===== src/rtl/partitioned_csr_spmv_core_assert.svh =====
// Assertion macros for the partitioned CSR SpMV core.
// Depends on nothing; included by the modules that carry assertions.
`ifndef PARTITIONED_CSR_SPMV_CORE_ASSERT_SVH
`define PARTITIONED_CSR_SPMV_CORE_ASSERT_SVH

// Same-cycle implication.
`define PCSR_ASSERT_SAME(label, clk, rst, ante, cons) \
   label: assert property (@(posedge clk) disable iff (rst) (ante) |-> (cons)) \
      else $error("pcsr assertion failed");

// Next-cycle implication.
`define PCSR_ASSERT_NEXT(label, clk, rst, ante, cons) \
   label: assert property (@(posedge clk) disable iff (rst) (ante) |=> (cons)) \
      else $error("pcsr assertion failed");

`endif


===== src/rtl/pcsr_pkg.sv =====
// Shared types, constants and functions of the partitioned CSR SpMV core.
// Depends on nothing.
package pcsr_pkg;

   localparam int DEF_VECTOR_DEPTH = 1024;
   localparam int DEF_RESULT_ROWS  = 1024;

   localparam logic [1:0] OP_LOAD    = 2'd0;
   localparam logic [1:0] OP_NONZERO = 2'd1;
   localparam logic [1:0] OP_READ    = 2'd2;

   typedef struct packed {
      logic clear_write;
      logic capture;
      logic vec_write;
      logic nz_read;
      logic mul;
      logic acc;
      logic row_write;
      logic rd_read;
      logic rsp_load;
   } cmd_type;

   typedef struct packed {
      logic clear_last;
      logic rsp_free;
      logic seg_last;
   } status_type;

   function automatic logic [63:0] sat_add64(input logic [63:0] a, input logic [63:0] b);
      logic [63:0] s;
      begin
         s = a + b;
         if ((a[63] == b[63]) && (s[63] != a[63])) begin
            return a[63] ? {1'b1, {63{1'b0}}} : {1'b0, {63{1'b1}}};
         end
         return s;
      end
   endfunction

endpackage


===== src/rtl/pcsr_ctrl.sv =====
// Sequencing controller of the partitioned CSR SpMV core.
// Depends on pcsr_pkg; drives the datapath through cmd_type.
module pcsr_ctrl
   import pcsr_pkg::*;
(
   input  logic       clock,
   input  logic       reset,
   input  logic       req_valid,
   input  logic [1:0] req_opcode,
   output logic       req_stall,
   output cmd_type    cmd,
   input  status_type status
);

   typedef enum logic [3:0] {
      S_CLEAR,
      S_IDLE,
      S_LOAD,
      S_NZ_READ,
      S_NZ_MUL,
      S_NZ_ACC,
      S_NZ_ROW,
      S_RD_READ,
      S_RD_RESP
   } state_type;

   state_type state_ff, state_in;
   logic      stall_ff;

   always_comb begin
      state_in = state_ff;
      unique case (state_ff)
         S_CLEAR: begin
            if (status.clear_last) state_in = S_IDLE;
         end
         S_IDLE: begin
            if (req_valid) begin
               unique case (req_opcode)
                  OP_LOAD:    state_in = S_LOAD;
                  OP_NONZERO: state_in = S_NZ_READ;
                  OP_READ:    state_in = S_RD_READ;
                  default:    state_in = S_IDLE;
               endcase
            end
         end
         S_LOAD:    state_in = S_IDLE;
         S_NZ_READ: state_in = S_NZ_MUL;
         S_NZ_MUL:  state_in = S_NZ_ACC;
         S_NZ_ACC:  state_in = status.seg_last ? S_NZ_ROW : S_IDLE;
         S_NZ_ROW:  state_in = S_IDLE;
         S_RD_READ: state_in = S_RD_RESP;
         S_RD_RESP: begin
            if (status.rsp_free) state_in = S_IDLE;
         end
         default:   state_in = S_IDLE;
      endcase
   end

   always_ff @(posedge clock) begin
      if (reset) begin
         state_ff <= S_CLEAR;
         stall_ff <= 1'b1;
      end else begin
         state_ff <= state_in;
         stall_ff <= (state_in != S_IDLE);
      end
   end

   assign req_stall = stall_ff;

   always_comb begin
      cmd             = '0;
      cmd.clear_write = (state_ff == S_CLEAR);
      cmd.capture     = (state_ff == S_IDLE);
      cmd.vec_write   = (state_ff == S_LOAD);
      cmd.nz_read     = (state_ff == S_NZ_READ);
      cmd.mul         = (state_ff == S_NZ_MUL);
      cmd.acc         = (state_ff == S_NZ_ACC);
      cmd.row_write   = (state_ff == S_NZ_ROW);
      cmd.rd_read     = (state_ff == S_RD_READ);
      cmd.rsp_load    = (state_ff == S_RD_RESP) && status.rsp_free;
   end

endmodule


===== config.mk =====
export PLATFORM = sky130hd
export DESIGN_NAME = pcsr_ctrl
export DESIGN_NICKNAME = d
export VERILOG_FILES = /design/src/rtl/partitioned_csr_spmv_core_assert.svh /design/src/rtl/pcsr_pkg.sv /design/src/rtl/pcsr_ctrl.sv
export SDC_FILE = /design/constraint.sdc
export NUM_CORES = 1
export LEC_CHECK = 0
export BUFFER_PORTS_ARGS = -buffer_cell sky130_fd_sc_hd__buf_2
export CAP_MARGIN = 20
export CORE_AREA = 2 2 39 41
export CTS_CLUSTER_DIAMETER = 200
export DETAILED_ROUTE_END_ITERATION = 10
export DIE_AREA = 0 0 41 43
export SYNTH_ARGS = -nofsm -noshare
export SYNTH_HDL_FRONTEND = slang
export SYNTH_SLANG_ARGS = --single-unit

===== constraint.sdc =====
create_clock -name clock -period 1.7 [get_ports clock]
set_input_delay 0.255 -clock clock [delete_from_list [all_inputs] [get_ports clock]]
set_output_delay 0.255 -clock clock [all_outputs]
set_load 0.03 [all_outputs]

==> flow_summary_export.csv <==
group,metric,value,unit
status,status,"finished clean",
placement,place_congestion,0.748,
clock_network,root_buffer,"clkbuf_4",
worst_setup_path,required,1.44,ns
worst_setup_path,critPathKind,"register to primary output",
drt,ant_nets,0,
clock_network,insertion_delay,0.25,ns
timing,post-route-period-util,0.930,
clock_network,cts_max_level,1,
floorplanning,row_count,14,
timing,grt_setup_unrepaired,"no",
worst_setup_path,max_stage_delay,0.38,ns
logic_synthesis,ys.warnings.count,0,
logic_synthesis,synth_area_per_cell,8.62,um^2
global_routing,antenna_found_initial,0,
timing,finalSetupTns,0,ns
drt,totalWireLength,876,um
logic_synthesis,ys_seq_area_frac,0.264,
timing,finalHoldViolCount,0,
clock_network,holdBufCountCts,0,
floorplanning,start_util,0.274,
placement,preCtsSetupSlack,0.275,ns
min_path,hold_path.class,"input pin to register",
floorplanning,core_area,1380,um^2
global_routing,grt_max_degree,13,
global_routing,first_global_vias,296,
timing,maxSlewHeadroom,0.770,
worst_setup_path,critPathMaxFanout,11,
power_and_ir_drop,leakage,0.000217,uW
logic_synthesis,syn_area,379,um^2
logic_synthesis,synthCells,44,
global_routing,grt_pass1_wl,1280,um
worst_setup_path,critPathBufInv,1,
drt,vias,381,
job,drv_cap,0,
worst_setup_path,arrival,1.33,ns
worst_setup_path,critPathSlowestCell,"dfxtp_2",
layout,syn2layout_area_growth,29.0,%
logic_synthesis,synth_nets,52,
timing,max_freq,633,MHz
worst_setup_path,worst-path-stages,3,
drt,viasPerCell,4.88,
floorplanning,dieArea,1760,um^2
global_routing,overflow,0,
worst_setup_path,r2r_cells,3,
clock_network,cts_buffers,3,
layout,diodes,0,
floorplanning,ios,18,
logic_synthesis,ys_types,25,
drt,first_pass_iters,4,
floorplanning,chipWidth,41,um
worst_setup_path,worstSetupStartpointType,"register",
drt,drc,0,
global_routing,track_usage,0.110,
timing,drv_slew,0,
worst_setup_path,crit_chain,"or2b_4, nor2_1, clkbuf_4",
timing,setup_viol,0,
clock_network,clkTransAtPathRegs,0.05,ns
clock_network,max-clock-path-buffers,2,
drt,wl_per_cell,11.2,um
timing,setup_ws,0.120,ns
placement,dpl.hpwl,655,um
min_path,hold_path_depth,2,
floorplanning,die_y,43,um
layout,final_layout_size_suffix_gt1_frac,0.468,
power_and_ir_drop,p_per_area,795,nW/um^2
timing,tightest_slew,0.344,ns
clock_network,cts_tree,"done",
timing,fin_skew,0.00903,ns
worst_setup_path,path_delay_family,"simple AND/OR/NAND/NOR gates",
layout,final_nets,71,
placement,portBuffers,17,
timing,post-route-min-period,1.58,ns
worst_setup_path,critPathCaptureType,"primary output",
drt,drt_iter0_drc,6,
clock_network,cts_num_sinks,5,
logic_synthesis,ys_ff_latch,5,
power_and_ir_drop,ir_drop,303,uV
-- cell usage in the layout (no fill, tap or decap), types with 2 or more instances in the layout --
cell type / count
nor2_1: 6
buf_2: 15
dfxtp_2: 3
inv_1: 3
nand2_1: 2
nor3_1: 4
clkbuf_4: 4
buf_4: 2
a21oi_1: 2
dfxtp_1: 2
-- metal layers --
metal / share of wire / GRT usage / up-vias
li1: - / - / 196
met1: 0.50 / 0.148 / 170
met2: 0.44 / 0.141 / 15
met5: 0 / 0 / -
met3: 0.065 / 0.0157 / 0
met4: 0 / 0.100 / 0
-- logic make-up after synthesis --
logic type,Yosys count,synth area share
compound gates,9,0.185
flops,5,0.264
buf+inv,7,0.139
simple gates,23,0.413
-- layout make-up --
cell class	instances	area, um^2
Fill cell	157	895
Multi-Input combinational cell	32	230
Sequential cell	5	104
Timing Repair Buffer	18	97.6
Clock buffer	4	26.3
Tap cell	16	20.0
Inverter	3	11.3
-- flip-flops by register name, indices dropped and copies added (netlist names) --
| signal | count |
|---|---|
| req_stall | 1 |
| state_ff | 4 |
-- power by group --
part	total (uW)	leakage (uW)	switching [uW]	internal, uW
clock network	143	0.0000150	54.3	89.1
logic	105	0.000159	59.8	45.0
registers	141	0.0000424	14.2	127
total	389	0.000217	128	261
-- cell usage after synthesis, drive strengths merged --
master | instances | area (um^2)
nor2 | 6 | 22.5
and4 | 1 | 8.76
inv | 3 | 11.3
nand2b | 1 | 6.26
a41oi | 2 | 25.0
a21oi | 2 | 10.0
nor3b | 2 | 20.0
nand2 | 2 | 7.51
or2b | 2 | 15.0
dfxtp | 5 | 100
nor4b | 1 | 23.8
o22ai | 1 | 6.26
o21ai | 1 | 5.00
buf | 4 | 41.3
or4b | 1 | 13.8
nor2b | 1 | 6.26
nand4 | 1 | 6.26
nor3 | 4 | 20.0
o21a | 1 | 7.51
nor4 | 1 | 6.26
o21bai | 1 | 7.51
a32oi | 1 | 8.76
-- timing repair --
action,in CTS,in global routing
setup endpoints to repair,1,4
gates resized for setup,1,5
buffers inserted,0,0
-- final timing paths --
path	startpoint	end	slack (ns)
hold / removal	reset	state_ff[3]	0.22
setup / recovery	state_ff[3]	cmd[1]	0.12
setup reg to reg	state_ff[0]	req_stall	0.29
hold reg to reg	state_ff[2]	state_ff[3]	0.67
-- stage by stage --
stage                util  cell area [um^2]  power [uW]  hold WS (ns)  cells
floorplan               -               379         223         0.325     44
detailed placement  0.325               450         246         0.485     74
finish              0.354               489         389         0.216     78
global route        0.354               489         413         0.221     78
global placement    0.325               450         246         0.484     74
CTS                 0.346               479         395         0.215     78
Power figures use the tool's default switching activity.
